## src/hw/rtl/rc4ks_pkg.sv

```systemverilog
// Shared constants and types of the RC4 drop-N keystream cipher.
package rc4ks_pkg;

   localparam int unsigned TABLE_SIZE       = 256;
   localparam int unsigned BYTE_W           = 8;
   localparam int unsigned KEY_MAX_DEFAULT  = 256;
   localparam int unsigned DISCARD_W        = 16;
   localparam int unsigned CSR_INDEX_W      = 8;
   localparam int unsigned CSR_DATA_W       = 16;

   localparam logic [DISCARD_W-1:0]   DISCARD_RESET      = 16'd4096;
   localparam logic [CSR_INDEX_W-1:0] CSR_DISCARD_COUNT  = 8'd0;
   localparam logic [CSR_INDEX_W-1:0] CSR_KEYSTREAM_ONLY = 8'd1;

   localparam logic CMD_KEY  = 1'b0;
   localparam logic CMD_DATA = 1'b1;

   // strobes from the front end into the engine
   typedef struct packed {
      logic                  key_we;
      logic [BYTE_W-1:0]     key_byte;
      logic                  sched_go;
      logic                  gen_go;
      logic [DISCARD_W-1:0]  discard;
   } eng_ctl_type;

   // engine status back to the front end
   typedef struct packed {
      logic              busy;
      logic              sched_done;
      logic              ks_valid;
      logic [BYTE_W-1:0] ks_byte;
   } eng_sts_type;

endpackage

```

## src/hw/rtl/rc4ks_engine.sv

```systemverilog
// Permutation and key stores with the sequencer that runs key schedule and generator.
module rc4ks_engine
   import rc4ks_pkg::*;
#(
   parameter int unsigned KEY_MAX_BYTES = KEY_MAX_DEFAULT,
   parameter int unsigned KEY_AW = (KEY_MAX_BYTES > 1) ? $clog2(KEY_MAX_BYTES) : 1,
   parameter int unsigned LEN_W  = (KEY_MAX_BYTES > 1) ? $clog2(KEY_MAX_BYTES + 1) : 1
) (
   input  logic              clock,
   input  logic              reset,
   input  eng_ctl_type       ctl,
   input  logic [KEY_AW-1:0] key_addr,
   input  logic [LEN_W-1:0]  key_len,
   output eng_sts_type       sts
);

   typedef enum logic [11:0] {
      E_IDLE  = 12'b0000_0000_0001,
      E_FILL  = 12'b0000_0000_0010,
      E_KRD   = 12'b0000_0000_0100,
      E_KMIX  = 12'b0000_0000_1000,
      E_KWR_N = 12'b0000_0001_0000,
      E_KWR_J = 12'b0000_0010_0000,
      E_GRD_I = 12'b0000_0100_0000,
      E_GRD_J = 12'b0000_1000_0000,
      E_GWR_I = 12'b0001_0000_0000,
      E_GWR_J = 12'b0010_0000_0000,
      E_GRD_T = 12'b0100_0000_0000,
      E_GOUT  = 12'b1000_0000_0000
   } eng_state_type;

   logic [BYTE_W-1:0] s_mem   [TABLE_SIZE];
   logic [BYTE_W-1:0] key_mem [KEY_MAX_BYTES];

   eng_state_type       st_ff, st_in;
   logic [BYTE_W-1:0]   n_ff, n_in;
   logic [BYTE_W-1:0]   i_ff, i_in;
   logic [BYTE_W-1:0]   j_ff, j_in;
   logic [BYTE_W-1:0]   t_ff, t_in;
   logic [BYTE_W-1:0]   u_ff, u_in;
   logic [KEY_AW-1:0]   kidx_ff, kidx_in;
   logic [LEN_W-1:0]    len_ff, len_in;
   logic [DISCARD_W-1:0] disc_ff, disc_in;
   logic                drop_ff, drop_in;

   logic                s_we;
   logic [BYTE_W-1:0]   s_waddr, s_wdata, s_raddr, s_rdata_ff;
   logic [KEY_AW-1:0]   key_raddr;
   logic [BYTE_W-1:0]   key_rdata_ff;

   logic [BYTE_W-1:0]   i_inc, j_gen, j_mix;
   logic [LEN_W-1:0]    kidx_inc;

   assign i_inc    = i_ff + 1'b1;
   assign j_gen    = j_ff + s_rdata_ff;
   assign j_mix    = j_gen + key_rdata_ff;
   assign kidx_inc = LEN_W'(kidx_ff) + 1'b1;

   // permutation store: one write, one registered read per cycle
   always_ff @(posedge clock) begin
      if (s_we) begin
         s_mem[s_waddr] <= s_wdata;
      end
      s_rdata_ff <= s_mem[s_raddr];
   end

   // key store
   always_ff @(posedge clock) begin
      if (ctl.key_we) begin
         key_mem[key_addr] <= ctl.key_byte;
      end
      key_rdata_ff <= key_mem[key_raddr];
   end

   always_comb begin
      st_in     = st_ff;
      n_in      = n_ff;
      i_in      = i_ff;
      j_in      = j_ff;
      t_in      = t_ff;
      u_in      = u_ff;
      kidx_in   = kidx_ff;
      len_in    = len_ff;
      disc_in   = disc_ff;
      drop_in   = drop_ff;
      s_we      = 1'b0;
      s_waddr   = n_ff;
      s_wdata   = t_ff;
      s_raddr   = n_ff;
      key_raddr = kidx_ff;
      sts.busy       = (st_ff != E_IDLE);
      sts.sched_done = 1'b0;
      sts.ks_valid   = 1'b0;
      sts.ks_byte    = s_rdata_ff;
      case (st_ff)
         E_IDLE: begin
            if (ctl.sched_go) begin
               st_in   = E_FILL;
               n_in    = '0;
               len_in  = key_len;
               disc_in = ctl.discard;
            end else if (ctl.gen_go) begin
               st_in   = E_GRD_I;
               drop_in = 1'b0;
            end
         end
         E_FILL: begin
            // load identity
            s_we    = 1'b1;
            s_waddr = n_ff;
            s_wdata = n_ff;
            n_in    = n_ff + 1'b1;
            if (n_ff == BYTE_W'(TABLE_SIZE - 1)) begin
               st_in   = E_KRD;
               j_in    = '0;
               kidx_in = '0;
            end
         end
         E_KRD: begin
            s_raddr   = n_ff;
            key_raddr = kidx_ff;
            st_in     = E_KMIX;
         end
         E_KMIX: begin
            t_in    = s_rdata_ff;
            j_in    = j_mix;
            s_raddr = j_mix;
            st_in   = E_KWR_N;
         end
         E_KWR_N: begin
            s_we    = 1'b1;
            s_waddr = n_ff;
            s_wdata = s_rdata_ff;
            st_in   = E_KWR_J;
         end
         E_KWR_J: begin
            s_we    = 1'b1;
            s_waddr = j_ff;
            s_wdata = t_ff;
            n_in    = n_ff + 1'b1;
            // repeat the key cyclically
            if (kidx_inc >= len_ff) begin
               kidx_in = '0;
            end else begin
               kidx_in = kidx_inc[KEY_AW-1:0];
            end
            if (n_ff == BYTE_W'(TABLE_SIZE - 1)) begin
               i_in = '0;
               j_in = '0;
               if (disc_ff == '0) begin
                  st_in          = E_IDLE;
                  sts.sched_done = 1'b1;
               end else begin
                  st_in   = E_GRD_I;
                  drop_in = 1'b1;
               end
            end else begin
               st_in = E_KRD;
            end
         end
         E_GRD_I: begin
            i_in    = i_inc;
            s_raddr = i_inc;
            st_in   = E_GRD_J;
         end
         E_GRD_J: begin
            t_in    = s_rdata_ff;
            j_in    = j_gen;
            s_raddr = j_gen;
            st_in   = E_GWR_I;
         end
         E_GWR_I: begin
            s_we    = 1'b1;
            s_waddr = i_ff;
            s_wdata = s_rdata_ff;
            u_in    = t_ff + s_rdata_ff;
            st_in   = E_GWR_J;
         end
         E_GWR_J: begin
            s_we    = 1'b1;
            s_waddr = j_ff;
            s_wdata = t_ff;
            if (drop_ff) begin
               disc_in = disc_ff - 1'b1;
               if (disc_ff == DISCARD_W'(1)) begin
                  st_in          = E_IDLE;
                  drop_in        = 1'b0;
                  sts.sched_done = 1'b1;
               end else begin
                  st_in = E_GRD_I;
               end
            end else begin
               st_in = E_GRD_T;
            end
         end
         E_GRD_T: begin
            s_raddr = u_ff;
            st_in   = E_GOUT;
         end
         E_GOUT: begin
            sts.ks_valid = 1'b1;
            st_in        = E_IDLE;
         end
         default: begin
            st_in = E_IDLE;
         end
      endcase
   end

   always_ff @(posedge clock) begin
      if (reset) begin
         st_ff   <= E_IDLE;
         i_ff    <= '0;
         j_ff    <= '0;
         drop_ff <= 1'b0;
      end else begin
         st_ff   <= st_in;
         i_ff    <= i_in;
         j_ff    <= j_in;
         drop_ff <= drop_in;
      end
   end

   always_ff @(posedge clock) begin
      n_ff    <= n_in;
      t_ff    <= t_in;
      u_ff    <= u_in;
      kidx_ff <= kidx_in;
      len_ff  <= len_in;
      disc_ff <= disc_in;
   end

endmodule

```

## config.mk

```make
export PLATFORM = sky130hd
export DESIGN_NAME = rc4ks_engine
export DESIGN_NICKNAME = d
export VERILOG_FILES = /design/src/hw/rtl/rc4ks_pkg.sv /design/src/hw/rtl/rc4ks_engine.sv
export SDC_FILE = /design/constraint.sdc
export NUM_CORES = 2
export LEC_CHECK = 0
export ABC_CLOCK_PERIOD_IN_PS = 5500
export BUFFER_PORTS_ARGS = -buffer_cell sky130_fd_sc_hd__buf_2
export CORE_MARGIN = 2
export CORE_UTILIZATION = 45
export DETAILED_ROUTE_END_ITERATION = 10
export GPL_ROUTABILITY_DRIVEN = 0
export SETUP_SLACK_MARGIN = 0.15
export SYNTH_ARGS = -nofsm -noshare
export SYNTH_HDL_FRONTEND = slang
export SYNTH_SLANG_ARGS = --single-unit
```

## constraint.sdc

```tcl
create_clock -name clock -period 5.5 [get_ports clock]
set_input_delay 1.65 -clock clock [delete_from_list [all_inputs] [get_ports clock]]
set_output_delay 1.65 -clock clock [all_outputs]
set_load 0.005 [all_outputs]
```

## Word level (Yosys, flattened, before mapping)

Memories as Yosys holds them, arrays and structs flattened. A register that Yosys moved wholly into a read port is not among the register bits.
Cells that the tools add are included.

- Add/sub/neg operators: 7
- Magnitude comparators: 1
- Equal/unequal tests: 24
- Multiplexer cells: 39
- Reduce and logical (&&, ||, !) cells: 20

Operators by type and width:

| kind | number |
|---|---|
| 12-bit case mux with 11 select lines | 1 |
| 8-bit case mux with 2 select lines | 5 |
| 12-bit 2-to-1 mux | 4 |
| 16-bit 2-to-1 mux | 2 |
| 16-bit case mux with 2 select lines | 1 |
| 8-bit case mux with 4 select lines | 1 |
| 8-bit adder | 3 |
| 8-bit 2-to-1 mux | 3 |
| 8-bit case mux with 3 select lines | 1 |
| 7-bit 2-to-1 mux | 3 |
| 8-bit by 1-bit adder with 8-bit output, second input constant | 2 |
| 16-bit by 1-bit equality test with 1-bit output, second input constant | 1 |
| 16-bit logical NOT | 1 |
| 1-bit 2-to-1 mux | 16 |
| 16-bit by 1-bit subtractor with 16-bit output, second input constant | 1 |
| 2-bit != test, second input constant | 7 |
| 12-bit by 1-bit equality test with 1-bit output, second input constant | 1 |
| 12-bit by 10-bit equality test with 1-bit output, second input constant | 1 |
| 12-bit by 11-bit equality test with 1-bit output, second input constant | 1 |
| 12-bit equality test, second input constant | 1 |
| 12-bit by 2-bit equality test with 1-bit output, second input constant | 1 |
| 12-bit by 3-bit equality test with 1-bit output, second input constant | 1 |
| 12-bit by 4-bit equality test with 1-bit output, second input constant | 1 |
| 12-bit by 5-bit equality test with 1-bit output, second input constant | 1 |
| 19 further kinds | 31 |

- Bits in registers: 86
- RAM bits: 4096
- Output and inout bits: 11
- Memories kept: 2

Memory list:

| memory | depth | width | rd ports | clocked after memory_dff | wr ports | line | source |
|---|---|---|---|---|---|---|---|
| key_mem | 256 | 8 | 1 | 1 | 1 | rc4ks_engine.sv:33 | `logic [BYTE_W-1:0] key_mem [KEY_MAX_BYTES];` |
| s_mem | 256 | 8 | 1 | 1 | 1 | rc4ks_engine.sv:32 | `logic [BYTE_W-1:0] s_mem [TABLE_SIZE];` |

## Depth between registers and ports, before layout

- Word-level depth: 5
- Gate-level depth with buffers: 20

## Worst setup path after synthesis

Ideal clock, no wire load.

- Path kind: register to register
- Start: reg st_ff[7]
- End: mem s_mem[0][1], data pin
- Setup time: 865 ps
- Arrival: 5163 ps
- Data required time: 4635 ps
- Path slack: -528 ps
- Stages on the path, launching flop included: 7
- Buffers on the path: 2
- Clock period less this slack: 6028 ps
- Cells stage by stage: dfxtp_1 > buf_4 > nor4_1 > nand2_1 > nor4_1 > clkbuf_1 > a221o_1

- Word-level cells in the longest chain between the ends: 3

Ends and longest elaborated chain:

| element | line | source |
|---|---|---|
| start, declared | rc4ks_engine.sv:35 | `eng_state_type st_ff, st_in;` |
| start signal, assigned | rc4ks_engine.sv:217 | `st_ff <= st_in;` |
| 12-bit by 9-bit equality test with 1-bit output or 12-bit by 5-bit equality test with 1-bit output (tied branches) | rc4ks_engine.sv:95 | `case (st_ff)` |
| 2-bit OR reduction (no source line) | n/a |  |
| 8-bit case mux with 2 select lines (*) | rc4ks_engine.sv:95 |  |
| net s_wdata[1] | rc4ks_engine.sv:47 | `logic [BYTE_W-1:0] s_waddr, s_wdata, s_raddr, s_rdata_ff;` |
| end, declared | rc4ks_engine.sv:32 |  |

The timed path passes the listed nets; every way through them passes the cells marked *.

## Worst setup path after layout

- Start: reg s_rdata_ff[0], read port of s_mem
- End: reg s_rdata_ff[0], read port of s_mem

- Word-level cells in the longest chain between the ends: 3

Ends and longest elaborated chain:

| element | line | source |
|---|---|---|
| start, declared | rc4ks_engine.sv:47 |  |
| 8-bit adder (*) | rc4ks_engine.sv:55 | `assign j_gen = j_ff + s_rdata_ff;` |
| 8-bit adder | rc4ks_engine.sv:56 | `assign j_mix = j_gen + key_rdata_ff;` |
| 8-bit case mux with 4 select lines (*) | rc4ks_engine.sv:95 |  |

Mark *: on every way between the ends. The rest lies on a longest branch, timed or not.
A chain may end at the register's enable or synchronous reset.

==> qor.yml <==
status: "complete, but fails checks"
violations: "setup timing"
via_per_inst: 6.04
cp_num_buf_inv: 2
skew_ns: 0.0404
period_share_pct: 102
cts_tree: "built"
maxCapViolCount: 0
synthFlopType: "edfxtp_1"
required_ns: 6.36
seq_area_frac_synth_pct: 75.2
path_class: "reg -> reg"
crit_fanout: 10
numCtsBuffers: 413
drt-wirelength-per-cell_um: 30.3
drcViolationCount: 0
finalSetupViolations: 1
die_h_um: 613
synthTopCellsByCount: "edfxtp_1 (4153), nand2_1 (1421), mux4_2 (688)"
core_um2: 369000
cts.sinks: 4198
power_frac_seq_pct: 42.5
grt_pass1_vias: 92352
dpl.hpwl_mm: 298
cp.arrival_ns: 6.47
grt_first_pass_wirelength_mm: 678
ys_ff_latch: 4198
synth_cell_types: 98
h-tree-depth: 5
syn_to_final_growth_pct: 14.3
wl_mm: 475
worst_hold_path_type: "reg -> reg"
drt-initial-drc-count: 12420
antenna_found_initial: 21
grt_overflow: 0
comb_power_share_pct: 24.5
synthTopCellsByArea: "edfxtp_1 (75%), mux4_2 (9.3%), nand2_1 (3.2%), mux2i_1 (2.1%), nand3_1 (1.5%)"
slew_headroom_pct: 15.8
slowest_delay_ns: 0.83
leakage_uw: 0.0637
synth_top_cell_by_area: "edfxtp_1"
cts_buffer_depth: 4
die_area_um2: 376000
ff_latch_area_um2: 126000
clock_power_share_pct: 32.9
startpoint_type: "register"
hold_violations: 0
netlist_instances: 9754
critical_path.cell_chain: "ha_1 -> fa_1 -> a211oi_1 -> o21ba_2 -> nor2_1 -> ha_1 -> o21ai_0 -> a21oi_1 -> o22ai_1 -> xor2_1 -> o211ai_1 -> o21a_1 -> buf_4 -> buf_4 -> o311ai_1 -> o21ai_1 -> a32oi_1"
die_x_um: 613
p_int_uw: 57600
critPathSlowestCell: "o311ai_1"
crit_path_end_kind: "register"
holdWs_ns: 0.496
firstDrtPassIters: 6
power_density_nw_per_um2: 443
root_buffer: "clkbuf_16"
netlist_area_um2: 167000
nets: 10445
syn-mean-instance-area_um2: 17.1
portBuffers: 56
crit_family: "compound AO/OA/AOI/OAI gates"
grt_max_degree: 133
ios: 57
final_util_pct: 51.7
fin_crit_ns: 5.62
switchingPower_uw: 27000
tightest_slew_ns: 1.26
synth-edff-count: 4153
irDropWorstVdd_uv: 420
grt.total_usage_pct: 25.0
rsz0062_at_grt: "true"
postRouteAntennaNets: 0
fmax_mhz: 178
yosysTopAreaCellShare_pct: 74.6
maxSlewViolCount: 0
p_sw_share_pct: 31.9
clk_latency_ns: 0.98
initial_utilization_pct: 45.2
nFillCells: 29741
rows: 223
vias: 94586
multi_input_comb_area_um2: 38700
syn-num-nets: 9838
ys_async_sr_fraction_pct: 0
layout-drive-gt1-share_pct: 19.8
fin_ws_ns: -0.116
cts.clk_slew.worst_paths_ns: 0.06
yosysWarnings: 0
synth.most_common_cell: "edfxtp_1"
-- registers in the layout, indices dropped and copies added, names as in the netlist, 8 cells and up --
register	count
n_ff	8
disc_ff	16
t_ff	8
s_rdata_ff	8
s_mem	2048
key_raddr	8
key_mem	2048
len_ff	9
st_ff	12
j_ff	8
u_ff	8
key_rdata_ff	8
i_ff	8
-- layout make-up --
class / instances / area share, %
flip-flops and latches: 4198 / 65.8
well taps: 4950 / 3.24
multi-input cells: 4916 / 20.3
diodes: 17 / 0.0223
repair buffers: 791 / 3.71
inverters: 41 / 0.0806
clock inverters: 252 / 1.22
clock buffers: 503 / 5.69
-- tightest hold or removal path, cell delays in order, from the launching register on --
cell and delay (ns):
dfxtp_1 0.33, nand2_1 0.06, a21oi_1 0.06
-- per-stage QoR --
| stage | total power, uW | instances | setup WS, ns | setup TNS [ns] | instance area [um2] |
|---|---|---|---|---|---|
| 2_1_floorplan | 47700 | 9754 | -0.256 | -130.98 | 167000 |
| 3_3_place_gp | 56500 | 14891 | -0.284 | -0.489 | 178000 |
| 3_5_place_dp | 56600 | 14891 | -0.218 | -0.396 | 178000 |
| 4_1_cts | 84200 | 15648 | 0.101 | 0 | 191000 |
| 5_1_grt | 86800 | 15654 | 0.0445 | 0 | 191000 |
| 6_report | 84600 | 15668 | -0.116 | -0.116 | 191000 |
-- power groups by stage --
stage               combinational (uW)  clock, uW  sequential (uW)
floorplan                        11000          0            36600
global placement                 19800          0            36600
detailed placement               20000          0            36600
CTS                              20100      28200            36000
global route                     21500      29400            36000
finish                           20700      27800            36000
-- layout by cell type, fill, tap and decap left out, types with 28 or more instances in the layout --
master	n
a211oi_1	35
a21oi_1	250
a311oi_1	49
a31oi_1	106
and3_1	74
buf_12	97
buf_2	48
buf_4	638
bufinv_16	37
clkbuf_1	79
clkbuf_16	420
clkinv_1	107
clkinv_2	65
dfxtp_1	45
edfxtp_1	4153
ha_1	35
inv_1	41
mux2i_1	358
mux4_2	688
nand2_1	1413
nand3_1	508
nand4_1	28
nor2_1	633
nor3_1	77
nor4_1	43
o21ai_0	85
o221ai_1	81
o22ai_1	52
-- repair_timing --
item	CTS	global route
pin swaps	1	2
endpoints found under the hold margin	0	0
gates cloned	0	0
hold buffers	0	0
setup buffers	2	3
endpoints found under the setup margin	4	9
gates resized for setup	6	10
-- per-layer routing --
layer,part of all wire (%),vias to the layer above,global-route usage (%)
met4,5.0,6,10.9
met3,9.1,985,4.49
met5,0.0074,-,0
met2,47,5003,39.2
li1,-,39689,-
met1,39,48903,34.3
-- cell families after synthesis --
kind of cell / Yosys count / synth area share, %
DFF: 4198 / 75.2
buffers and inverters: 640 / 1.83
xor gates and xnor gates: 48 / 0.264
muxes: 1053 / 11.5
AOI/OAI and AO/OA: 876 / 3.55
and+or+nand+nor: 2901 / 7.43
adders and majority gates: 38 / 0.298
-- worst paths after layout --
check | cells after the start | from | slack, ns | end
max | 17 | s_rdata_ff[0]$_DFF_P_ | -0.12 | s_rdata_ff[0]$_DFF_P_
min | 2 | i_ff[7]$_SDFFE_PP0P_ | 0.50 | i_ff[7]$_SDFFE_PP0P_
max reg2reg | 17 | s_rdata_ff[0]$_DFF_P_ | -0.12 | s_rdata_ff[0]$_DFF_P_
min reg2reg | 2 | i_ff[7]$_SDFFE_PP0P_ | 0.50 | i_ff[7]$_SDFFE_PP0P_
Note: power is estimated with default switching activity, not from simulation.
